## src/design/fslp_pkg.sv

```systemverilog
// ============================================================================
// fslp_pkg
// Shared types, character codes and result codes of the script line parser.
// ============================================================================
package fslp_pkg;

    // Sequencer states of the parser.
    typedef enum logic [2:0] {
        ST_IDLE,
        ST_TAKE,
        ST_CLOSE,
        ST_RD,
        ST_BYTE,
        ST_EOS,
        ST_WAIT
    } t_state;

    // Position within the current script line.
    typedef enum logic [2:0] {
        PH_START,
        PH_SKIP,
        PH_COLON,
        PH_HEX,
        PH_DELAY
    } t_phase;

    // Result kinds.
    localparam logic [2:0] KIND_WRITE   = 3'd0;
    localparam logic [2:0] KIND_COMPARE = 3'd1;
    localparam logic [2:0] KIND_DELAY   = 3'd2;
    localparam logic [2:0] KIND_ERROR   = 3'd3;
    localparam logic [2:0] KIND_DONE    = 3'd4;

    // Line kinds as latched from the line's first letter.
    localparam logic [1:0] LK_WRITE   = 2'd0;
    localparam logic [1:0] LK_COMPARE = 2'd1;
    localparam logic [1:0] LK_DELAY   = 2'd2;

    // Character codes.
    localparam logic [7:0] CH_NL    = 8'h0A;
    localparam logic [7:0] CH_SPACE = 8'h20;
    localparam logic [7:0] CH_SEMI  = 8'h3B;
    localparam logic [7:0] CH_COLON = 8'h3A;
    localparam logic [7:0] CH_W     = 8'h57;
    localparam logic [7:0] CH_C     = 8'h43;
    localparam logic [7:0] CH_X     = 8'h58;
    localparam logic [7:0] CH_0     = 8'h30;
    localparam logic [7:0] CH_9     = 8'h39;
    localparam logic [7:0] CH_UA    = 8'h41;
    localparam logic [7:0] CH_UF    = 8'h46;
    localparam logic [7:0] CH_LA    = 8'h61;
    localparam logic [7:0] CH_LF    = 8'h66;

    // Only this many characters after the colon of a delay line count.
    localparam logic [3:0] MAX_DELAY_DIGITS = 4'd15;

    localparam logic [15:0] OFFSET_MAX = 16'hFFFF;

    // Hex digit decode: bit 4 is set for a valid digit, bits 3:0 hold its value.
    function automatic logic [4:0] hex_decode(input logic [7:0] c);
        logic [4:0] res;
        res = 5'd0;
        if (c inside {[CH_0 : CH_9]}) begin
            res = {1'b1, 4'(c - CH_0)};
        end else if (c inside {[CH_UA : CH_UF]}) begin
            res = {1'b1, 4'(c - CH_UA + 8'd10)};
        end else if (c inside {[CH_LA : CH_LF]}) begin
            res = {1'b1, 4'(c - CH_LA + 8'd10)};
        end
        return res;
    endfunction

endpackage

```

## src/design/fslp_ram.sv

```systemverilog
// ============================================================================
// fslp_ram
// Generic single-write, single-read RAM with a registered read port.
// ============================================================================
module fslp_ram #(
    parameter int WIDTH = 8,
    parameter int DEPTH = 32,
    localparam int AW = (DEPTH > 1) ? $clog2(DEPTH) : 1
) (
    input  logic             i_clk,
    input  logic             i_wr_en,
    input  logic [AW-1:0]    i_wr_addr,
    input  logic [WIDTH-1:0] i_wr_data,
    input  logic [AW-1:0]    i_rd_addr,
    output logic [WIDTH-1:0] o_rd_data
);

    logic [WIDTH-1:0] r_mem [DEPTH];
    logic [WIDTH-1:0] r_rd_data;

    // Write port and registered read port.
    always_ff @(posedge i_clk) begin
        if (i_wr_en) begin
            r_mem[i_wr_addr] <= i_wr_data;
        end
        r_rd_data <= r_mem[i_rd_addr];
    end

    assign o_rd_data = r_rd_data;

endmodule

```

## src/design/flash_script_line_parser_top.sv

```systemverilog
// ============================================================================
// flash_script_line_parser_top
// Parses a register script one character per item and emits write, compare,
// delay, error and stream done result items.
// ============================================================================
//
//  channel  direction  handshake           payload
//  -------  ---------  ------------------  ------------------------------------
//  input    in         i_valid / o_stall   i_char_code, i_end_of_stream
//  output   out        o_valid / i_stall   o_kind, o_register_addr, o_data_byte,
//                                          o_byte_index, o_delay_ms,
//                                          o_error_offset, o_last
//
//  A character without results is accepted, then takes one parse step.
//  Each result item adds a wait state plus output stall time. A line close
//  adds a close step and an end step. Data bytes are read back from the
//  line buffer RAM one at a time, each with a read step, a byte step and
//  its wait state. Stream end adds the close step unless the stream has
//  failed, an end step and the done item's wait state.
//  o_stall is high whenever the sequencer is not idle; one item is in work.
//  Reset is synchronous and active low; no clearing pass is needed.
//
module flash_script_line_parser_top
    import fslp_pkg::*;
#(
    parameter int MAX_DATA_BYTES = 32
) (
    input  logic        i_clk,
    input  logic        i_rst_n,
    input  logic        i_valid,
    output logic        o_stall,
    input  logic [7:0]  i_char_code,
    input  logic        i_end_of_stream,
    output logic        o_valid,
    input  logic        i_stall,
    output logic [2:0]  o_kind,
    output logic [7:0]  o_register_addr,
    output logic [7:0]  o_data_byte,
    output logic [4:0]  o_byte_index,
    output logic [15:0] o_delay_ms,
    output logic [15:0] o_error_offset,
    output logic        o_last
);

    localparam int CW = $clog2(MAX_DATA_BYTES + 3);
    localparam int AW = (MAX_DATA_BYTES > 1) ? $clog2(MAX_DATA_BYTES) : 1;
    localparam logic [CW-1:0] CNT_FULL = CW'(MAX_DATA_BYTES + 2);

    // Sequencer and captured input item.
    t_state r_state, n_state;
    t_state r_ret, n_ret;
    logic [7:0] r_char;
    logic       r_eos;

    // Parse state.
    t_phase        r_phase, n_phase;
    logic [CW-1:0] r_count, n_count;
    logic [7:0]    r_target, n_target;
    logic [1:0]    r_line_kind, n_line_kind;
    logic [4:0]    r_nib, n_nib;
    logic [15:0]   r_delay, n_delay;
    logic [3:0]    r_digits, n_digits;
    logic [15:0]   r_char_off, n_char_off;
    logic [15:0]   r_line_off, n_line_off;
    logic          r_failed, n_failed;
    logic [CW-1:0] r_idx, n_idx;

    // Output register.
    logic        r_valid, n_valid;
    logic [2:0]  r_kind, n_kind;
    logic [7:0]  r_reg, n_reg;
    logic [7:0]  r_data, n_data;
    logic [4:0]  r_bidx, n_bidx;
    logic [15:0] r_dly, n_dly;
    logic [15:0] r_err, n_err;
    logic        r_last, n_last;

    // Line buffer port signals.
    logic          w_wr_en;
    logic [CW-1:0] w_wr_full;
    logic [7:0]    w_wr_data;
    logic [7:0]    w_rd_data;

    // Emission request from the sequencer.
    logic        e_emit;
    logic [2:0]  e_kind;
    logic [7:0]  e_reg;
    logic [7:0]  e_data;
    logic [4:0]  e_bidx;
    logic [15:0] e_dly;
    logic [15:0] e_err;
    logic        e_last;

    // Parse helpers.
    logic [4:0]  w_hex;
    logic [19:0] w_mac;
    logic        w_fail;
    logic        w_close;

    fslp_ram #(
        .WIDTH (8),
        .DEPTH (MAX_DATA_BYTES)
    ) u_line_buf (
        .i_clk     (i_clk),
        .i_wr_en   (w_wr_en),
        .i_wr_addr (w_wr_full[AW-1:0]),
        .i_wr_data (w_wr_data),
        .i_rd_addr (r_idx[AW-1:0]),
        .o_rd_data (w_rd_data)
    );

    assign o_stall         = (r_state != ST_IDLE);
    assign o_valid         = r_valid;
    assign o_kind          = r_kind;
    assign o_register_addr = r_reg;
    assign o_data_byte     = r_data;
    assign o_byte_index    = r_bidx;
    assign o_delay_ms      = r_dly;
    assign o_error_offset  = r_err;
    assign o_last          = r_last;

    // Shared decode and multiply-by-ten accumulate unit.
    assign w_hex     = hex_decode(r_char);
    assign w_mac     = (20'(r_delay) << 3) + (20'(r_delay) << 1) + 20'(w_hex[3:0]);
    assign w_wr_full = r_count - CW'(2);
    assign w_wr_data = {r_nib[3:0], w_hex[3:0]};

    // State registers.
    always_ff @(posedge i_clk) begin
        if (!i_rst_n) begin
            r_state     <= ST_IDLE;
            r_ret       <= ST_IDLE;
            r_phase     <= PH_START;
            r_count     <= '0;
            r_target    <= '0;
            r_line_kind <= LK_WRITE;
            r_nib       <= '0;
            r_delay     <= '0;
            r_digits    <= '0;
            r_char_off  <= '0;
            r_line_off  <= '0;
            r_failed    <= 1'b0;
            r_idx       <= '0;
            r_valid     <= 1'b0;
        end else begin
            r_state     <= n_state;
            r_ret       <= n_ret;
            r_phase     <= n_phase;
            r_count     <= n_count;
            r_target    <= n_target;
            r_line_kind <= n_line_kind;
            r_nib       <= n_nib;
            r_delay     <= n_delay;
            r_digits    <= n_digits;
            r_char_off  <= n_char_off;
            r_line_off  <= n_line_off;
            r_failed    <= n_failed;
            r_idx       <= n_idx;
            r_valid     <= n_valid;
        end
    end

    // Captured item and output payload.
    always_ff @(posedge i_clk) begin
        if (i_valid && !o_stall) begin
            r_char <= i_char_code;
            r_eos  <= i_end_of_stream;
        end
        r_kind <= n_kind;
        r_reg  <= n_reg;
        r_data <= n_data;
        r_bidx <= n_bidx;
        r_dly  <= n_dly;
        r_err  <= n_err;
        r_last <= n_last;
    end

    // Sequencer: next state, parse update and result emission.
    always_comb begin
        n_state     = r_state;
        n_ret       = r_ret;
        n_phase     = r_phase;
        n_count     = r_count;
        n_target    = r_target;
        n_line_kind = r_line_kind;
        n_nib       = r_nib;
        n_delay     = r_delay;
        n_digits    = r_digits;
        n_char_off  = r_char_off;
        n_line_off  = r_line_off;
        n_failed    = r_failed;
        n_idx       = r_idx;
        n_valid     = r_valid;
        n_kind      = r_kind;
        n_reg       = r_reg;
        n_data      = r_data;
        n_bidx      = r_bidx;
        n_dly       = r_dly;
        n_err       = r_err;
        n_last      = r_last;
        w_wr_en     = 1'b0;
        w_fail      = 1'b0;
        w_close     = 1'b0;
        e_emit      = 1'b0;
        e_kind      = KIND_WRITE;
        e_reg       = '0;
        e_data      = '0;
        e_bidx      = '0;
        e_dly       = '0;
        e_err       = '0;
        e_last      = 1'b0;

        case (r_state)
            ST_IDLE: begin
                if (i_valid) begin
                    n_state = ST_TAKE;
                end
            end

            // One parse step on the captured character.
            ST_TAKE: begin
                if (r_char != CH_SPACE && !r_failed) begin
                    if (r_phase == PH_START) begin
                        n_line_off = r_char_off;
                    end
                    if (r_char_off != OFFSET_MAX) begin
                        n_char_off = r_char_off + 16'd1;
                    end
                    case (r_phase)
                        PH_START: begin
                            if (r_char == CH_SEMI) begin
                                n_phase = PH_SKIP;
                            end else if (r_char == CH_W) begin
                                n_line_kind = LK_WRITE;
                                n_phase     = PH_COLON;
                            end else if (r_char == CH_C) begin
                                n_line_kind = LK_COMPARE;
                                n_phase     = PH_COLON;
                            end else if (r_char == CH_X) begin
                                n_line_kind = LK_DELAY;
                                n_phase     = PH_COLON;
                            end else begin
                                w_fail = 1'b1;
                            end
                        end
                        PH_SKIP: begin
                            if (r_char == CH_NL) begin
                                n_phase = PH_START;
                            end
                        end
                        PH_COLON: begin
                            if (r_char == CH_COLON) begin
                                n_count  = '0;
                                n_nib    = '0;
                                n_delay  = '0;
                                n_digits = '0;
                                n_phase  = (r_line_kind == LK_DELAY) ? PH_DELAY : PH_HEX;
                            end else begin
                                w_fail = 1'b1;
                            end
                        end
                        PH_HEX: begin
                            if (r_char == CH_NL) begin
                                w_close = 1'b1;
                            end else if (r_count >= CNT_FULL) begin
                                // Full line: the rest is ignored.
                            end else if (!w_hex[4]) begin
                                w_fail = 1'b1;
                            end else if (!r_nib[4]) begin
                                n_nib = {1'b1, w_hex[3:0]};
                            end else begin
                                n_nib = '0;
                                if (r_count == CW'(1)) begin
                                    n_target = w_wr_data;
                                end else if (r_count >= CW'(2)) begin
                                    w_wr_en = 1'b1;
                                end
                                n_count = r_count + CW'(1);
                            end
                        end
                        PH_DELAY: begin
                            if (r_char == CH_NL) begin
                                w_close = 1'b1;
                            end else if (r_digits >= MAX_DELAY_DIGITS) begin
                                // Digit limit reached or parsing stopped.
                            end else if (r_char inside {[CH_0 : CH_9]}) begin
                                n_digits = r_digits + 4'd1;
                                n_delay  = (w_mac > 20'(OFFSET_MAX)) ? OFFSET_MAX
                                                                     : w_mac[15:0];
                            end else begin
                                n_digits = MAX_DELAY_DIGITS;
                            end
                        end
                        default: begin
                            n_phase = PH_START;
                        end
                    endcase
                end

                if (w_fail) begin
                    n_failed = 1'b1;
                    n_phase  = PH_START;
                    e_emit   = 1'b1;
                    e_kind   = KIND_ERROR;
                    e_err    = n_line_off;
                    e_last   = !r_eos;
                    n_state  = r_eos ? ST_EOS : ST_IDLE;
                end else if (w_close || (r_eos && !r_failed)) begin
                    n_state = ST_CLOSE;
                end else if (r_eos) begin
                    n_state = ST_EOS;
                end else begin
                    n_state = ST_IDLE;
                end
            end

            // Close the current line at newline or stream end.
            ST_CLOSE: begin
                n_phase = PH_START;
                n_state = ST_EOS;
                case (r_phase)
                    PH_COLON: begin
                        n_failed = 1'b1;
                        e_emit   = 1'b1;
                        e_kind   = KIND_ERROR;
                        e_err    = r_line_off;
                        e_last   = !r_eos;
                    end
                    PH_HEX: begin
                        if (r_nib[4] || r_count < CW'(3)) begin
                            n_failed = 1'b1;
                            e_emit   = 1'b1;
                            e_kind   = KIND_ERROR;
                            e_err    = r_line_off;
                            e_last   = !r_eos;
                        end else begin
                            n_idx   = '0;
                            n_state = ST_RD;
                        end
                    end
                    PH_DELAY: begin
                        e_emit = 1'b1;
                        e_kind = KIND_DELAY;
                        e_dly  = r_delay;
                        e_last = !r_eos;
                    end
                    default: begin
                        n_state = ST_EOS;
                    end
                endcase
            end

            // Line buffer read of the current data byte.
            ST_RD: begin
                n_state = ST_BYTE;
            end

            ST_BYTE: begin
                e_emit = 1'b1;
                e_kind = {1'b0, r_line_kind};
                e_reg  = r_target;
                e_data = w_rd_data;
                e_bidx = 5'(r_idx);
                if (r_idx == r_count - CW'(3)) begin
                    e_last  = !r_eos;
                    n_state = ST_EOS;
                end else begin
                    n_idx   = r_idx + CW'(1);
                    n_state = ST_RD;
                end
            end

            // End step: at stream end, done item and return to the reset parse state; else back to idle.
            ST_EOS: begin
                n_state = ST_IDLE;
                if (r_eos) begin
                    e_emit      = 1'b1;
                    e_kind      = KIND_DONE;
                    e_last      = 1'b1;
                    n_phase     = PH_START;
                    n_count     = '0;
                    n_target    = '0;
                    n_line_kind = LK_WRITE;
                    n_nib       = '0;
                    n_delay     = '0;
                    n_digits    = '0;
                    n_char_off  = '0;
                    n_line_off  = '0;
                    n_failed    = 1'b0;
                end
            end

            // Hold the result item until the output side takes it.
            ST_WAIT: begin
                if (!i_stall) begin
                    n_valid = 1'b0;
                    n_state = r_ret;
                end
            end

            default: begin
                n_state = ST_IDLE;
            end
        endcase

        // Load the output register and park until it is taken.
        if (e_emit) begin
            n_valid = 1'b1;
            n_kind  = e_kind;
            n_reg   = e_reg;
            n_data  = e_data;
            n_bidx  = e_bidx;
            n_dly   = e_dly;
            n_err   = e_err;
            n_last  = e_last;
            n_ret   = n_state;
            n_state = ST_WAIT;
        end
    end

`ifndef ASSERT_OFF
    // A result item is only shown while the sequencer waits for it to be taken.
    a_valid_in_wait: assert property (@(posedge i_clk) disable iff (!i_rst_n)
        o_valid |-> (r_state == ST_WAIT))
        else $error("result item valid outside the wait state");

    // An accepted item always starts with a parse step.
    a_accept_to_take: assert property (@(posedge i_clk) disable iff (!i_rst_n)
        (i_valid && !o_stall) |=> (r_state == ST_TAKE))
        else $error("accepted item did not enter the parse step");

    // A stream done item is always the final result of its item.
    a_done_last: assert property (@(posedge i_clk) disable iff (!i_rst_n)
        (o_valid && o_kind == KIND_DONE) |-> o_last)
        else $error("stream done item without last mark");

    // The byte counter never passes the full-line mark.
    a_count_bound: assert property (@(posedge i_clk) disable iff (!i_rst_n)
        r_count <= CNT_FULL)
        else $error("byte counter beyond full line");
`endif

endmodule
```

## config.mk

```make
export PLATFORM = sky130hd
export DESIGN_NAME = flash_script_line_parser_top
export DESIGN_NICKNAME = d
export VERILOG_FILES = /design/src/design/fslp_pkg.sv /design/src/design/fslp_ram.sv /design/src/design/flash_script_line_parser_top.sv
export SDC_FILE = /design/constraint.sdc
export NUM_CORES = 1
export LEC_CHECK = 0
export ABC_AREA = 1
export BUFFER_PORTS_ARGS = -buffer_cell sky130_fd_sc_hd__buf_2
export CORE_AREA = 10 10 262 327
export CTS_CLUSTER_SIZE = 25
export DETAILED_ROUTE_END_ITERATION = 16
export DIE_AREA = 0 0 272 337
export GPL_TIMING_DRIVEN = 0
export PLACE_DENSITY_LB_ADDON = 0.08
export SLEW_MARGIN = 20
export SYNTH_ARGS = -nofsm -noshare
export SYNTH_HDL_FRONTEND = slang
export SYNTH_HIERARCHICAL = 1
export SYNTH_SLANG_ARGS = --single-unit
```

## constraint.sdc

```tcl
create_clock -name i_clk -period 7.33 [get_ports i_clk]
set_input_delay 1.0995 -clock i_clk [delete_from_list [all_inputs] [get_ports i_clk]]
set_output_delay 1.0995 -clock i_clk [all_outputs]
set_load 0.02 [all_outputs]
```

### After elaboration in Yosys (flattened, before gate mapping)

Memory sizes are Yosys's and may differ from the RTL's. A register that Yosys moved wholly into a read port is not among the register bits.
Cells that the tools add are included.

* register bits: 156
* memories kept: 1
* bits of input ports: 13
* memory bits (writable): 256

Memories
* u_line_buf.r_mem: depth 32, bits a word 8, read ports 1, clocked after memory_dff 1, write ports 1, RTL line fslp_ram.sv:18 `logic [WIDTH-1:0] r_mem [DEPTH];`

* multiplexer cells: 140
* bitwise operators: 1
* reduce and logical (&&, ||, !) cells: 34
* equal/unequal tests: 55
* order comparisons: 11
* add/sub/neg operators: 13

Operators with widths (number)
* $mux 16: 13
* $pmux 16 s2: 6
* $mux 8: 8
* $mux 3: 20
* $mux 6: 10
* $mux 5: 10
* $ne 3x3->1 const B: 13
* $mux 1: 37
* $pmux 6 s2: 3
* $ne 2x2->1 const B: 15
* $eq 8x7->1 const B: 3
* $mux 4: 6
* $pmux 3 s4: 2
* $add 19x17->20: 1
* $add 20x4->20: 1
* $gt 20x16->1 const B: 1
* $pmux 5 s2: 2
* $mux 2: 9
* $pmux 3 s6: 1
* $reduce_and 9->1: 2
* $add 16x1->16 const B: 1
* $eq 8x6->1 const B: 2
* $ge 8x7->1 const B: 2
* $le 8x7->1 const B: 2
* other kinds (47): 84

### Logic depth before layout (Yosys ltp)

Gate-level depths: netlist of run 1.

* depth in word-level cells: 15
* depth in mapped cells: 26
* mapped depth without buffers: 25

### By module

Netlist of run 1, hierarchy kept.

By module, submodules not included
* fslp_ram: cells each 922, sequential area each 7847.5 um^2, area an instance 10786.6 um^2, instances 1
* flash_script_line_parser_top: cells each 1162, sequential area each 3783.6 um^2, area an instance 8889.8 um^2, instances 1

### Worst setup path after synthesis of run 1

OpenSTA, ideal clock, no wires.

* kind: flip-flop to flip-flop
* from: register r_char[0]
* to: register r_delay[10]
* period minus slack after synthesis: 4.615 ns
* setup slack: 2.715 ns
* buffers on the path: 1
* arrival time: 4.477 ns
* setup time: 0.138 ns
* stages on the path, launching flop included: 24
* required time: 7.192 ns
* cell sequence: edfxtp_1 inv_1 ha_1 o21ai_0 nand2_1 nand2_2 nand2_1 inv_1 a21oi_1 fa_1 fa_1 nand2_1 nand3_1 nand3b_1 nand2_1 nand3_1 nand2_1 nand2_1 nand2_1 nor2_2 buf_2 nand3_1 nand2_1 a21oi_2

* cells in the longest elaborated chain, start to end: 14
* elaborated cells on any way between the ends: 35
* classes of those cells: add/sub: 6; order compare: 7; eq/ne: 7; mux: 10; reduce/logical: 5

Ends and longest elaborated chain
* from (decl): RTL line flash_script_line_parser_top.sv:52 `logic [7:0] r_char;`
* from (signal assigned): RTL line flash_script_line_parser_top.sv:166 `r_char <= i_char_code;`
* $sub 4x1->4 (tied with other cells): RTL line fslp_pkg.sv:66, fslp_pkg.sv:68
* $add 4x4->4 / $logic_and 1x1->1 (equally long branches): RTL line fslp_pkg.sv:66, fslp_pkg.sv:68, fslp_pkg.sv:67
* $mux 5: RTL line fslp_pkg.sv:67 `end else if (c inside {[CH_LA : CH_LF]}) begin`
* $mux 5: RTL line fslp_pkg.sv:65 `end else if (c inside {[CH_UA : CH_UF]}) begin`
* $mux 5 *: RTL line fslp_pkg.sv:63 `if (c inside {[CH_0 : CH_9]}) begin`
* named net w_hex[3]: RTL line flash_script_line_parser_top.sv:95 `logic [4:0] w_hex;`
* $add 20x4->20 *: RTL line flash_script_line_parser_top.sv:124 `assign w_mac = (20'(r_delay) << 3) + (20'(r_delay) << 1) + 20'(w_hex[3:0]);`
* $gt 20x16->1: RTL line flash_script_line_parser_top.sv:288 `n_delay = (w_mac > 20'(OFFSET_MAX)) ? OFFSET_MAX`
* $mux 16 *: RTL line flash_script_line_parser_top.sv:288
* $mux 16 *: RTL line flash_script_line_parser_top.sv:286 `end else if (r_char inside {[CH_0 : CH_9]}) begin`
* $mux 16 *: RTL line flash_script_line_parser_top.sv:284 `end else if (r_digits >= MAX_DELAY_DIGITS) begin`
* $mux 16 *: RTL line flash_script_line_parser_top.sv:282 `if (r_char == CH_NL) begin`
* $pmux 16 s2 *: RTL line flash_script_line_parser_top.sv:229 `case (r_phase)`
* $mux 16 *: RTL line flash_script_line_parser_top.sv:222 `if (r_char != CH_SPACE && !r_failed) begin`
* $pmux 16 s2 *: RTL line flash_script_line_parser_top.sv:213 `case (r_state)`
* to (signal assigned): RTL line flash_script_line_parser_top.sv:153 `r_delay <= n_delay;`
* to (decl): RTL line flash_script_line_parser_top.sv:61 `logic [15:0] r_delay, n_delay;`

The timed path passes the listed nets; every way through them passes the cells marked *. The select of a mux whose other input is x is not followed.
A chain may end at the register's enable or synchronous reset.

### Worst setup path after layout of run 1

* from: register r_char[0]
* to: register r_delay[11]

The elaborated chain is that of the path after synthesis.

==> flow_summary.rst, run 1 <==
.. list-table::
   :header-rows: 1

   * - Metric
     - Value
   * - Critical path's largest stage delay
     - 0.60 ns
   * - Total gr overflow
     - 0
   * - CTS tree
     - built
   * - Category of cells accounting for the largest share of critical-path delay
     - simple AND/OR/NAND/NOR gates
   * - Fin. Hold Viols
     - 0
   * - Power density over the cells
     - 315 nW/um^2
   * - Switching power share of the total
     - 34.2%
   * - Synth unique cells
     - 49
   * - Pre-CTS setup slack
     - 2.32 ns
   * - Flop2flop setup slack
     - 2.39 ns
   * - Layout filler cell count
     - 8,417
   * - Most common library cells after synthesis
     - 619 x sky130_fd_sc_hd__nand2_1, 322 x sky130_fd_sc_hd__edfxtp_1, 298 x sky130_fd_sc_hd__nand3_1
   * - Post-cts resize count
     - 0
   * - Critical path type
     - reg -> reg
   * - Buffer depth of the longest clock path
     - 3
   * - Routed wire length per instance
     - 19.1 um
   * - Startpoint Class
     - flip-flop
   * - Post-CTS setup buffers
     - 0
   * - Clock transition at the registers of the reported paths
     - about 0.06 ns
   * - Worst clock skew on the final layout
     - 0.0423 ns
   * - Part of the total power dissipated in combinational logic
     - 26.1%
   * - Via density
     - 4.44
   * - Cts-stage hold buffer count
     - 0
   * - Fin worst setup slack
     - about 2.4 ns
   * - Synth Warn #
     - 6
   * - Proportion of layout cells with a drive suffix above 1
     - 12.5%
   * - Internal
     - between 4 and 5 mW
   * - Fraction of registers with async set/reset
     - 0%
   * - Die boundary height
     - 337 um
   * - Placed cell area
     - 21,600 um^2
   * - Setup repair after global routing missed its margin
     - no
   * - Net Count, Synth
     - 2,143
   * - Placed wire-length estimate after detailed placement
     - 46.1 mm
   * - Final core occ
     - between 20% and 30%
   * - Most frequent cell on the critical path
     - sky130_fd_sc_hd__nand2_1
   * - # setup viols final
     - 0
   * - Final routed DRC violation total
     - 0
   * - Diodes inserted
     - 0
   * - Worst Hold Class
     - reg -> reg
   * - Residual antenna-violating net count after detailed routing
     - 0
   * - Number of placement rows
     - 116
   * - Data required time of the worst path
     - ~7.7 ns
   * - Worst rel slew slack
     - 32.2%
   * - Post-synthesis instance area
     - 19,700 um^2
   * - Final critical path time including I/O delays and setup
     - between 4 and 5 ns
   * - Clock latency on the worst-skew pair
     - ~0.60 ns
   * - Register bit count reported by yosys
     - 420
   * - Initial Utilization
     - around a quarter
   * - Net switching power
     - ~2.5 mW
   * - Worst Path Buf+Inv
     - 3
   * - Maximum frequency from static timing analysis
     - 203 MHz
   * - Count of TritonRoute iterations in the first routing pass
     - 5
   * - Area growth, synth to finish
     - 18.0%
   * - Max cap viols
     - 0
   * - Sequential share of the synthesized area
     - between 50% and 60%
   * - Clock sink count
     - 420
   * - # port buffers
     - 71
   * - Die outline width
     - between 200 and 300 um
   * - Largest fanout on the critical path
     - 17
   * - Antenna violations before repair
     - 0
   * - Total number of H-tree levels
     - 2
   * - Final estimated routing congestion in global placement
     - 0.864
   * - Inserted Clock Buffers
     - 49
   * - Mean post-synth cell area
     - roughly 9.4 um^2
   * - Ratio of final minimum period to clock period
     - 67.4%
   * - Max Transition Viols Final
     - 0
   * - Mapped Cells
     - 2,084
   * - Static Leakage
     - between 8 and 9 nW
   * - Number of nets in the finished design
     - 2,274
   * - Setup TNS
     - 0 ns
   * - Result of the run
     - completed
   * - Worst path arrival time
     - between 5 and 6 ns
   * - Vias in the first global route
     - 15.1k
   * - Proportion of netlist area held by the largest area contributor
     - 49.1%
   * - Clock Root Buffer
     - sky130_fd_sc_hd__clkbuf_16
   * - IR drop worst, VDD
     - about 0.00015 V
   * - Vias post-DR
     - between 10k and 15k
   * - Ports placed on the boundary
     - 72
   * - Cell Count, Final, Fillers Out
     - 3,317
   * - Main flop type after synthesis
     - sky130_fd_sc_hd__edfxtp_1
   * - Number of enable flip-flop cells after synthesis
     - 322
   * - Final Cell Area
     - 23,200 um^2
   * - Slew of the pin with the lowest slew margin
     - roughly 1 ns
   * - Cell total after placement
     - 3,226
   * - Top cell type by total area after synthesis
     - sky130_fd_sc_hd__edfxtp_1
   * - Clock network power share
     - between 30% and 40%
   * - DRT iter0 DRCs
     - 879
   * - First-pass GRT wire length
     - 95.5 mm
   * - Register share of total power
     - 39.9%
   * - Die Outline Area
     - 91,700 um^2
   * - Most frequent cell after synthesis
     - sky130_fd_sc_hd__nand2_1
   * - Maximum number of pins on one net before global-route repair
     - 39
   * - Total design power
     - 7.33 mW
   * - Sort of element at the end of the critical path
     - flip-flop
   * - Crit-path slowest cell
     - sky130_fd_sc_hd__nor2_4
   * - Hold Worst Slack
     - approximately 0.47 ns
   * - Top cells by area, synth
     - sky130_fd_sc_hd__edfxtp_1 49%, sky130_fd_sc_hd__nand2_1 12%, sky130_fd_sc_hd__dfxtp_1 10%
   * - Drt total wl
     - 63.3 mm
   * - Total routing resource utilization after global routing
     - 13.7%
   * - Placeable core region
     - 79,400 um^2
==> power groups by stage <==
stage          clock (mW)  sequential, mW  combinational, mW
3_5_place_dp            0            2.98               1.95
4_1_cts              2.60            2.93               1.96
6_report             2.49            2.92               1.91
5_1_grt              2.67            2.95               2.11
2_1_floorplan           0            3.13               1.07
3_3_place_gp            0            2.99               1.92
==> worst register-to-register path, cell delays in order (launching register included) <==
cell	delay, ns
sky130_fd_sc_hd__edfxtp_1	0.45
sky130_fd_sc_hd__inv_1	0.12
sky130_fd_sc_hd__ha_1	0.27
sky130_fd_sc_hd__nand3_1	0.12
sky130_fd_sc_hd__nand2_1	0.05
sky130_fd_sc_hd__nand2_1	0.05
sky130_fd_sc_hd__nand3_1	0.17
sky130_fd_sc_hd__nand2_1	0.18
sky130_fd_sc_hd__inv_1	0.17
sky130_fd_sc_hd__nor2_4	0.60
sky130_fd_sc_hd__ha_1	0.36
sky130_fd_sc_hd__ha_1	0.25
sky130_fd_sc_hd__fa_1	0.42
sky130_fd_sc_hd__nand2_1	0.09
sky130_fd_sc_hd__nand3_1	0.11
sky130_fd_sc_hd__nand3_1	0.10
sky130_fd_sc_hd__nand2_1	0.12
sky130_fd_sc_hd__nand2_1	0.13
sky130_fd_sc_hd__nand2_1	0.06
sky130_fd_sc_hd__nand2_1	0.06
sky130_fd_sc_hd__nand2_1	0.09
sky130_fd_sc_hd__nor2_2	0.26
sky130_fd_sc_hd__buf_2	0.30
sky130_fd_sc_hd__nand3_1	0.11
sky130_fd_sc_hd__nand2_1	0.08
sky130_fd_sc_hd__a21oi_2	0.05
==> path summary, 6_finish.rpt <==
path / endpoint / start / cells after the start
max: r_delay[11] / r_char[0] / 25
min: r_target[2] / r_target[2] / 2
max reg2reg: r_delay[11] / r_char[0] / 25
min reg2reg: r_target[2] / r_target[2] / 2
==> sequential cells by signal, indices dropped and copies added, names as in the netlist, 4 cells and up <==
register / flops
u_line_buf/r_mem: 256
o_delay_ms: 16
o_error_offset: 16
r_char_off: 16
r_delay: 16
r_line_off: 16
o_data_byte: 8
o_register_addr: 8
r_char: 8
r_target: 8
u_line_buf/o_rd_data: 8
r_count: 6
r_idx: 6
o_byte_index: 5
r_nib: 5
r_digits: 4
==> cells by family (layout without fill, tap and decap cells) <==
| group | Yosys count | in the layout | share of synthesized area [%] |
|---|---|---|---|
| AO/OA/AOI/OAI | 185 | 185 | 5.16 |
| XOR/XNOR | 29 | 29 | 1.29 |
| adder cells (fa/ha/maj) | 46 | 46 | 3.00 |
| buffers and inverters | 250 | 421 | 6.02 |
| flip-flops | 420 | 420 | 59.1 |
| AND/OR/NAND/NOR | 1154 | 1154 | 25.4 |
==> per-layer routing <==
metal | up-vias | GRT usage [%] | part of all wire (%)
met5 | - | 0 | 0
met1 | 7100 | 16.0 | 42
li1 | 7325 | - | -
met3 | 86 | 1.84 | 3.1
met2 | 233 | 25.5 | 52
met4 | 0 | 4.00 | 2.5
==> layout make-up <==
| type | count | area, um^2 | share of cell area [%] |
|---|---|---|---|
| inverters | 168 | 632 | 2.72 |
| flip-flops and latches | 420 | 11600 | 50.1 |
| well taps | 1062 | 1330 | 5.72 |
| multi-input cells | 1414 | 6880 | 29.6 |
| plain buffers | 82 | 553 | 2.38 |
| clock buffers | 63 | 1370 | 5.91 |
| clock inverters | 28 | 267 | 1.15 |
| repair buffers | 80 | 553 | 2.38 |
==> cell usage in the layout (no fill, tap or decap), types with 10 or more instances in the layout <==
master | netlist | final
sky130_fd_sc_hd__nand2_1 | 619 | 619
sky130_fd_sc_hd__buf_2 | 24 | 95
sky130_fd_sc_hd__buf_6 | 25 | 25
sky130_fd_sc_hd__edfxtp_1 | 322 | 322
sky130_fd_sc_hd__dfxtp_1 | 98 | 94
sky130_fd_sc_hd__nand4_1 | 19 | 19
sky130_fd_sc_hd__nor2_1 | 155 | 154
sky130_fd_sc_hd__inv_1 | 152 | 150
sky130_fd_sc_hd__inv_2 | 13 | 15
sky130_fd_sc_hd__xor2_1 | 21 | 21
sky130_fd_sc_hd__ha_1 | 44 | 44
sky130_fd_sc_hd__a21oi_2 | 10 | 10
sky130_fd_sc_hd__clkbuf_16 | 0 | 52
sky130_fd_sc_hd__clkbuf_1 | 21 | 29
sky130_fd_sc_hd__a21oi_1 | 90 | 89
sky130_fd_sc_hd__nand3_1 | 298 | 298
sky130_fd_sc_hd__nor3_1 | 17 | 17
sky130_fd_sc_hd__o21ai_0 | 60 | 60
No activity file was read; power rests on OpenSTA's default activity.
==> run 2, diff against run 1 <==
--- a/config.mk
+++ b/config.mk
@@ -5,12 +5,12 @@
 export SDC_FILE = /design/constraint.sdc
 export NUM_CORES = 1
 export LEC_CHECK = 0
-export ABC_AREA = 1
+export ABC_AREA = 0
 export BUFFER_PORTS_ARGS = -buffer_cell sky130_fd_sc_hd__buf_2
-export CORE_AREA = 10 10 262 327
+export CORE_AREA = 10 10 253 315
 export CTS_CLUSTER_SIZE = 25
 export DETAILED_ROUTE_END_ITERATION = 16
-export DIE_AREA = 0 0 272 337
+export DIE_AREA = 0 0 263 325
 export GPL_TIMING_DRIVEN = 0
 export PLACE_DENSITY_LB_ADDON = 0.08
 export SLEW_MARGIN = 20
==> constraint.sdc (replaced) <==
create_clock -name i_clk -period 5.08 [get_ports i_clk]
set_input_delay 0.762 -clock i_clk [delete_from_list [all_inputs] [get_ports i_clk]]
set_output_delay 0.762 -clock i_clk [all_outputs]
set_load 0.02 [all_outputs]
==> run 2 against run 1 <==
Sequential share of layout area increased by 3.6 points. Non-clock buffer count shrank 15. Highest routed layer unchanged. Total power grew 36%. Largest cell class unchanged. Critical endpoint is now r_delay[9]. Final cell count down 29%.
==> flow_summary.rst, run 2 <==
.. list-table::
   :header-rows: 1

   * - Metric
     - Value
   * - Routed wire length per instance
     - approximately 22 um
   * - Number of placement rows
     - 111
   * - Max Transition Viols Final
     - 0
   * - DRT iter0 DRCs
     - 627
   * - Startpoint Class
     - flip-flop
   * - Synth unique cells
     - 87
   * - Crit-path slowest cell
     - sky130_fd_sc_hd__fa_1
   * - Chain of cells forming the critical path
     - inv_1 > ha_1 > o21bai_1 > a21oi_1 > buf_4 > a31o_2 > a22o_4 > fa_1 > fa_2 > a21o_1 > a2111oi_4 > o221ai_2 > nand3_1 > mux2i_1 > o31a_4 > buf_6 > a221o_1
   * - Most common library cells after synthesis
     - 322 x sky130_fd_sc_hd__edfxtp_1, 108 x sky130_fd_sc_hd__nor2_1, 98 x sky130_fd_sc_hd__dfxtp_1
   * - Inserted Clock Buffers
     - 47
   * - Initial Utilization
     - 24.9%
   * - Top cells by area, synth
     - sky130_fd_sc_hd__edfxtp_1 53%, sky130_fd_sc_hd__dfxtp_1 11%, sky130_fd_sc_hd__mux4_2 9.9%
   * - # port buffers
     - 71
   * - Data required time of the worst path
     - 5.55 ns
   * - Register with the most flip-flops
     - u_line_buf/r_mem
   * - Fin. Hold Viols
     - 0
   * - Layout filler cell count
     - 7,412
   * - Max cap viols
     - 0
   * - Register bit count reported by yosys
     - 420
   * - Sequential share of the synthesized area
     - 63.8%
   * - Total routing resource utilization after global routing
     - a little under an eighth
   * - Drt total wl
     - 51.3 mm
   * - Cts-stage hold buffer count
     - 0
   * - Power density over the cells
     - roughly 460 nW/um^2
   * - Total design power
     - around 10 mW
   * - Proportion of layout cells with a drive suffix above 1
     - approximately 22%
   * - Worst rel slew slack
     - 27.2%
   * - Die boundary height
     - roughly 330 um
   * - Final critical path time including I/O delays and setup
     - between 4 and 5 ns
   * - Sort of element at the end of the critical path
     - flip-flop
   * - Vias in the first global route
     - about 11k
   * - Top cell type by total area after synthesis
     - sky130_fd_sc_hd__edfxtp_1
   * - Flip-flop count of the largest register after layout
     - 256
   * - Result of the run
     - completed
   * - Via density
     - 4.62
   * - Clock sink count
     - 420
   * - Critical path type
     - reg -> reg
   * - Reg-to-reg critical path endpoint
     - r_delay[9]
   * - Pre-CTS setup slack
     - -0.447 ns
   * - Diodes inserted
     - 0
   * - Worst Hold Path Cells
     - 1
   * - Most frequent cell after synthesis
     - sky130_fd_sc_hd__edfxtp_1
   * - Cell total after placement
     - 2,270
   * - Static Leakage
     - around 7.5 nW
   * - Worst Hold Class
     - in -> reg
   * - Count of TritonRoute iterations in the first routing pass
     - 5
   * - Fin worst setup slack
     - 0.233 ns
   * - Ports placed on the boundary
     - 72
   * - Die Outline Area
     - 85,500 um^2
   * - Beginning of the worst hold path
     - i_char_code[3]
   * - Flop2flop setup slack
     - between 0.2 and 0.25 ns
   * - Synth Warn #
     - 6
   * - Placed wire-length estimate after detailed placement
     - 35.3 mm
   * - Placeable core region
     - 73,300 um^2
   * - Fraction of registers with async set/reset
     - 0%
   * - Die outline width
     - 263 um
   * - Final core occ
     - 29.6%
   * - Mean post-synth cell area
     - 14.8 um^2
   * - Depth of the most critical reg-to-reg path
     - 17
   * - Setup repair after global routing missed its margin
     - no
   * - Cell Count, Final, Fillers Out
     - 2,365
   * - Vias post-DR
     - 10.9k
   * - Antenna violations before repair
     - 2
   * - Number of enable flip-flop cells after synthesis
     - 322
   * - IR drop worst, VDD
     - 0.000281 V
   * - Maximum frequency from static timing analysis
     - 206 MHz
   * - Clock Root Buffer
     - sky130_fd_sc_hd__clkbuf_16
   * - Most common library cell in the layout ignoring fill and taps
     - sky130_fd_sc_hd__edfxtp_1
   * - Critical path's largest stage delay
     - 0.50 ns
   * - Worst path arrival time
     - 5.32 ns
   * - Maximum number of pins on one net before global-route repair
     - 36
   * - Mapped Cells
     - 1,233
   * - Clock latency on the worst-skew pair
     - 0.60 ns
   * - Residual antenna-violating net count after detailed routing
     - 0
   * - Number of nets in the finished design
     - 1,426
   * - Buffer depth of the longest clock path
     - 3
   * - Area growth, synth to finish
     - 19.0%
   * - End point of the worst hold path
     - r_char[3]
   * - Slew of the pin with the lowest slew margin
     - 1.09 ns
   * - Largest fanout on the critical path
     - 10
   * - Setup TNS
     - 0 ns
   * - Post-synthesis instance area
     - about 18,000 um^2
   * - Main flop type after synthesis
     - sky130_fd_sc_hd__edfxtp_1
   * - Final estimated routing congestion in global placement
     - 0.749
   * - Final routed DRC violation total
     - 0
   * - Proportion of netlist area held by the largest area contributor
     - 53.1%
   * - Worst clock skew on the final layout
     - 0.0153 ns
   * - Ratio of final minimum period to clock period
     - 95.4%
   * - Total number of H-tree levels
     - 2
   * - Sequential cell area
     - about 12,000 um^2
   * - Net Count, Synth
     - 1,292
   * - Final Cell Area
     - 21,700 um^2
   * - Crit Reg-Reg Startpoint
     - r_char[1]
   * - CTS tree
     - built
   * - First-pass GRT wire length
     - 76.8 mm
   * - Clock transition at the registers of the reported paths
     - 0.06 ns
   * - Hold Worst Slack
     - between 0.3 and 0.4 ns
   * - Placed cell area
     - 19,900 um^2
   * - Total gr overflow
     - 0
   * - # setup viols final
     - 0
   * - Area occupied by multi-input gates
     - 6230 um^2
   * - Commonest non-fill, non-tap cells in the layout
     - 322 x sky130_fd_sc_hd__edfxtp_1, 103 x sky130_fd_sc_hd__nor2_1, 94 x sky130_fd_sc_hd__dfxtp_1, 80 x sky130_fd_sc_hd__mux4_2, 78 x sky130_fd_sc_hd__buf_2
-- run 2: layout make-up --
class	instances	share of cell area (%)
clock inverter	34	1.88
buffer	61	1.36
clock buffer	53	5.72
sequential	420	53.7
timing repair buffer	86	2.59
inverter	28	0.508
tap	960	5.54
multi-input combinational	723	28.7
-- run 2: worst max path at each step --
stage | startpoint | endpoint | slack (ns) | cells past startpoint
after global routing | r_char[1] | r_delay[9] | 0.02 | 17
final | r_char[1] | r_delay[9] | 0.23 | 17
after CTS | r_char[1] | r_delay[9] | 0.009 | 19
after floorplan | r_char[0] | r_delay[11] | 0.18 | 19
after detailed placement | r_char[0] | r_delay[9] | -0.45 | 19
after global placement | r_char[0] | r_delay[9] | -1.39 | 19
-- run 2: where the power goes --
part | switching, mW | internal, mW
sequential | 0.152 | 4.10
combinational | 1.34 | 0.712
clock | 1.43 | 2.21
-- run 2: worst max-delay path: cells and delay by family (launching register included) --
kind            cells  cell delay (ns)
mux                 1             0.10
compound gates      9             2.39
simple gates        1             0.15
buf+inv             3             0.45
flops               1             0.47
fa+ha+maj           3             1.15
-- run 2: cells by family (layout without fill, tap and decap cells) --
logic type,Yosys count,after routing,share of synthesized area (%)
multiplexers,97,97,10.9
flip-flops,420,420,63.8
buffers and inverters,90,262,2.20
AO/OA/AOI/OAI,198,198,8.16
adder cells (fa/ha/maj),46,46,3.24
AND/OR/NAND/NOR,343,343,9.74
XOR/XNOR,39,39,1.96
-- run 2: what timing repair did --
action | CTS | global route
resized for setup | 3 | 5
setup endpoints to repair | 16 | 16
pin swaps | 2 | 2
buffers inserted | 2 | 7
-- run 2: routing by layer --
layer	routed length (um)	global-route usage, %	vias up
met4	1130	3.33	0
met2	25900	20.7	175
met5	0	0	-
li1	-	-	5083
met1	22600	14.8	5593
met3	1630	1.88	73
==> run 3, diff against run 2 <==
==> constraint.sdc (replaced) <==
create_clock -name i_clk -period 4.6 [get_ports i_clk]
set_input_delay 0.69 -clock i_clk [delete_from_list [all_inputs] [get_ports i_clk]]
set_output_delay 0.69 -clock i_clk [all_outputs]
set_load 0.02 [all_outputs]
==> run 3 against run 2 <==
Sequential share of layout area down 0.14 points. Cell area up 0.25%. Wire length up 6.6%. Clock skew up 0.011 ns. Flip-flop and latch count unchanged. Die area unchanged. Critical path depth up 1. Clock power up 7.9%. Hold slack worse by 0.082 ns. Combinational power up 15%. Setup slack worse by 0.031 ns.
==> flow_summary.rst, run 3 (synthesis gave the netlist of run 2 again) <==
.. list-table::
   :header-rows: 1

   * - Metric
     - Value
   * - Result of the run
     - completed
   * - Largest fanout on the critical path
     - 10
   * - Total gr overflow
     - 0
   * - Total routing resource utilization after global routing
     - 12.6%
   * - Maximum number of pins on one net before global-route repair
     - a little over 40
   * - Sort of element at the end of the critical path
     - flip-flop
   * - Fin. Hold Viols
     - 0
   * - # port buffers
     - 71
   * - Startpoint Class
     - flip-flop
   * - Area occupied by multi-input gates
     - 6330 um^2
   * - Total design power
     - 11.0 mW
   * - Antenna violations before repair
     - 4
   * - Commonest non-fill, non-tap cells in the layout
     - 322 x sky130_fd_sc_hd__edfxtp_1, 107 x sky130_fd_sc_hd__nor2_1, 94 x sky130_fd_sc_hd__dfxtp_1, 80 x sky130_fd_sc_hd__mux4_2, 78 x sky130_fd_sc_hd__buf_2
   * - Via density
     - 4.61
   * - Final estimated routing congestion in global placement
     - about 0.81
   * - Die Outline Area
     - 85,500 um^2
   * - Final core occ
     - 29.6%
   * - Count of TritonRoute iterations in the first routing pass
     - 5
   * - Cell Count, Final, Fillers Out
     - 2,376
   * - Worst Hold Class
     - in -> reg
   * - Placeable core region
     - approximately 73,000 um^2
   * - Proportion of layout cells with a drive suffix above 1
     - 23.2%
   * - Vias in the first global route
     - 11.7k
   * - Die boundary height
     - ~330 um
   * - Worst clock skew on the final layout
     - 0.0258 ns
   * - Static Leakage
     - approximately 7.4 nW
   * - IR drop worst, VDD
     - 0.000298 V
   * - Maximum frequency from static timing analysis
     - 227 MHz
   * - Inserted Clock Buffers
     - 49
   * - Clock Root Buffer
     - sky130_fd_sc_hd__clkbuf_16
   * - Most common library cell in the layout ignoring fill and taps
     - sky130_fd_sc_hd__edfxtp_1
   * - Routed wire length per instance
     - 23.0 um
   * - Diodes inserted
     - 0
   * - Total number of H-tree levels
     - 2
   * - Ratio of final minimum period to clock period
     - 95.6%
   * - Cell total after placement
     - roughly 2.3k
   * - # setup viols final
     - 0
   * - Initial Utilization
     - 24.9%
   * - Drt total wl
     - 54.7 mm
   * - Clock transition at the registers of the reported paths
     - around 0.06 ns
   * - Worst path arrival time
     - 4.87 ns
   * - Final critical path time including I/O delays and setup
     - 4.40 ns
   * - Setup repair after global routing missed its margin
     - no
   * - Vias post-DR
     - 11.0k
   * - Layout filler cell count
     - 7,460
   * - Hold Worst Slack
     - 0.267 ns
   * - Final routed DRC violation total
     - 0
   * - Data required time of the worst path
     - 5.08 ns
   * - Max cap viols
     - 0
   * - Die outline width
     - 263 um
   * - Power density over the cells
     - 505 nW/um^2
   * - DRT iter0 DRCs
     - 568
   * - Placed wire-length estimate after detailed placement
     - 36.6 mm
   * - Max Transition Viols Final
     - 0
   * - Clock sink count
     - 420
   * - Area growth, synth to finish
     - 19.3%
   * - Slew of the pin with the lowest slew margin
     - 0.993 ns
   * - First-pass GRT wire length
     - slightly above 80 mm
   * - Flip-flop count of the largest register after layout
     - between 200 and 300
   * - Register with the most flip-flops
     - u_line_buf/r_mem
   * - CTS tree
     - built
   * - Sequential cell area
     - 11,600 um^2
   * - Number of placement rows
     - approximately 110
   * - Ports placed on the boundary
     - 72
   * - Number of nets in the finished design
     - around 1.4k
   * - Worst rel slew slack
     - 33.5%
   * - Buffer depth of the longest clock path
     - 3
   * - Critical path type
     - reg -> reg
   * - Residual antenna-violating net count after detailed routing
     - 0
   * - Clock latency on the worst-skew pair
     - 0.61 ns
==> run 3: cell types whose count changed in the layout (fill, tap and decap cells not counted), sizes merged <==
cell,before,now
a22o,18,19
bufinv,9,5
clkinv,18,21
inv,30,29
clkbuf,89,96
buf,111,115
nor2,110,111
==> run 3: metal layers <==
layer	share of wire (%)	track usage (%)
met5	0.071	0
met4	2.7	4.19
met3	4.1	2.61
met2	51	22.2
met1	42	15.0
==> run 3: worst paths after layout <==
check / start / endpoint / slack, ns / cells past startpoint
worst min-delay path: i_end_of_stream / r_eos / 0.27 / 1
worst min register to register: r_target[1] / r_target[1] / 0.46 / 2
worst max register to register: r_char[0] / r_delay[11] / 0.20 / 18
worst max-delay path: r_char[0] / r_delay[11] / 0.20 / 18
==> run 3: where the power goes <==
| part | total [mW] | leakage (nW) | switching (mW) | internal (mW) |
|---|---|---|---|---|
| logic | 2.36 | 2.88 | 1.57 | 0.791 |
| clock network | 3.94 | 0.775 | 1.63 | 2.31 |
| registers | 4.68 | 3.79 | 0.151 | 4.53 |
| total | 11.0 | 7.45 | 3.35 | 7.63 |
==> run 3: area by class of cell <==
| cell class | count | area share [%] |
|---|---|---|
| Tap cell | 960 | 5.53 |
| Timing Repair Buffer | 90 | 2.44 |
| Multi-Input combinational cell | 725 | 29.1 |
| Clock inverter | 32 | 1.46 |
| Buffer | 61 | 1.36 |
| Sequential cell | 420 | 53.5 |
| Inverter | 28 | 0.530 |
| Clock buffer | 60 | 6.02 |
==> run 3: what timing repair did <==
item / 4_1_cts / 5_1_grt
setup buffers: 12 / 4
hold buffers: 0 / 0
gates resized for setup: 18 / 9
gates cloned: 2 / 0
setup endpoints to repair: 16 / 12
pin swaps: 8 / 7
==> run 3: worst max-delay path, stage by stage (launching register included) <==
cell                        delay (ns)
sky130_fd_sc_hd__edfxtp_1         0.41
sky130_fd_sc_hd__buf_4            0.16
sky130_fd_sc_hd__ha_1             0.22
sky130_fd_sc_hd__nor3b_2          0.26
sky130_fd_sc_hd__nor4_4           0.06
sky130_fd_sc_hd__and3_4           0.23
sky130_fd_sc_hd__a21oi_4          0.33
sky130_fd_sc_hd__nor2_4           0.10
sky130_fd_sc_hd__ha_4             0.23
sky130_fd_sc_hd__ha_2             0.21
sky130_fd_sc_hd__fa_2             0.36
sky130_fd_sc_hd__a21o_1           0.21
sky130_fd_sc_hd__a2111oi_4        0.34
sky130_fd_sc_hd__o221ai_2         0.17
sky130_fd_sc_hd__nand3_2          0.12
sky130_fd_sc_hd__mux2i_1          0.09
sky130_fd_sc_hd__o31a_4           0.37
sky130_fd_sc_hd__buf_6            0.15
sky130_fd_sc_hd__a221o_1          0.26
==> run 3: stage by stage <==
| step | TNS (ns) | instance area [um^2] | setup WS (ns) |
|---|---|---|---|
| 3_5_place_dp | -16.31 | 19900 | -1.11 |
| 3_3_place_gp | -48.10 | 19800 | -1.11 |
| 4_1_cts | 0 | 21700 | 0.0692 |
| 6_report | 0 | 21700 | 0.202 |
| 2_1_floorplan | 0 | 18200 | 0.0265 |
| 5_1_grt | 0 | 21700 | 0.00536 |
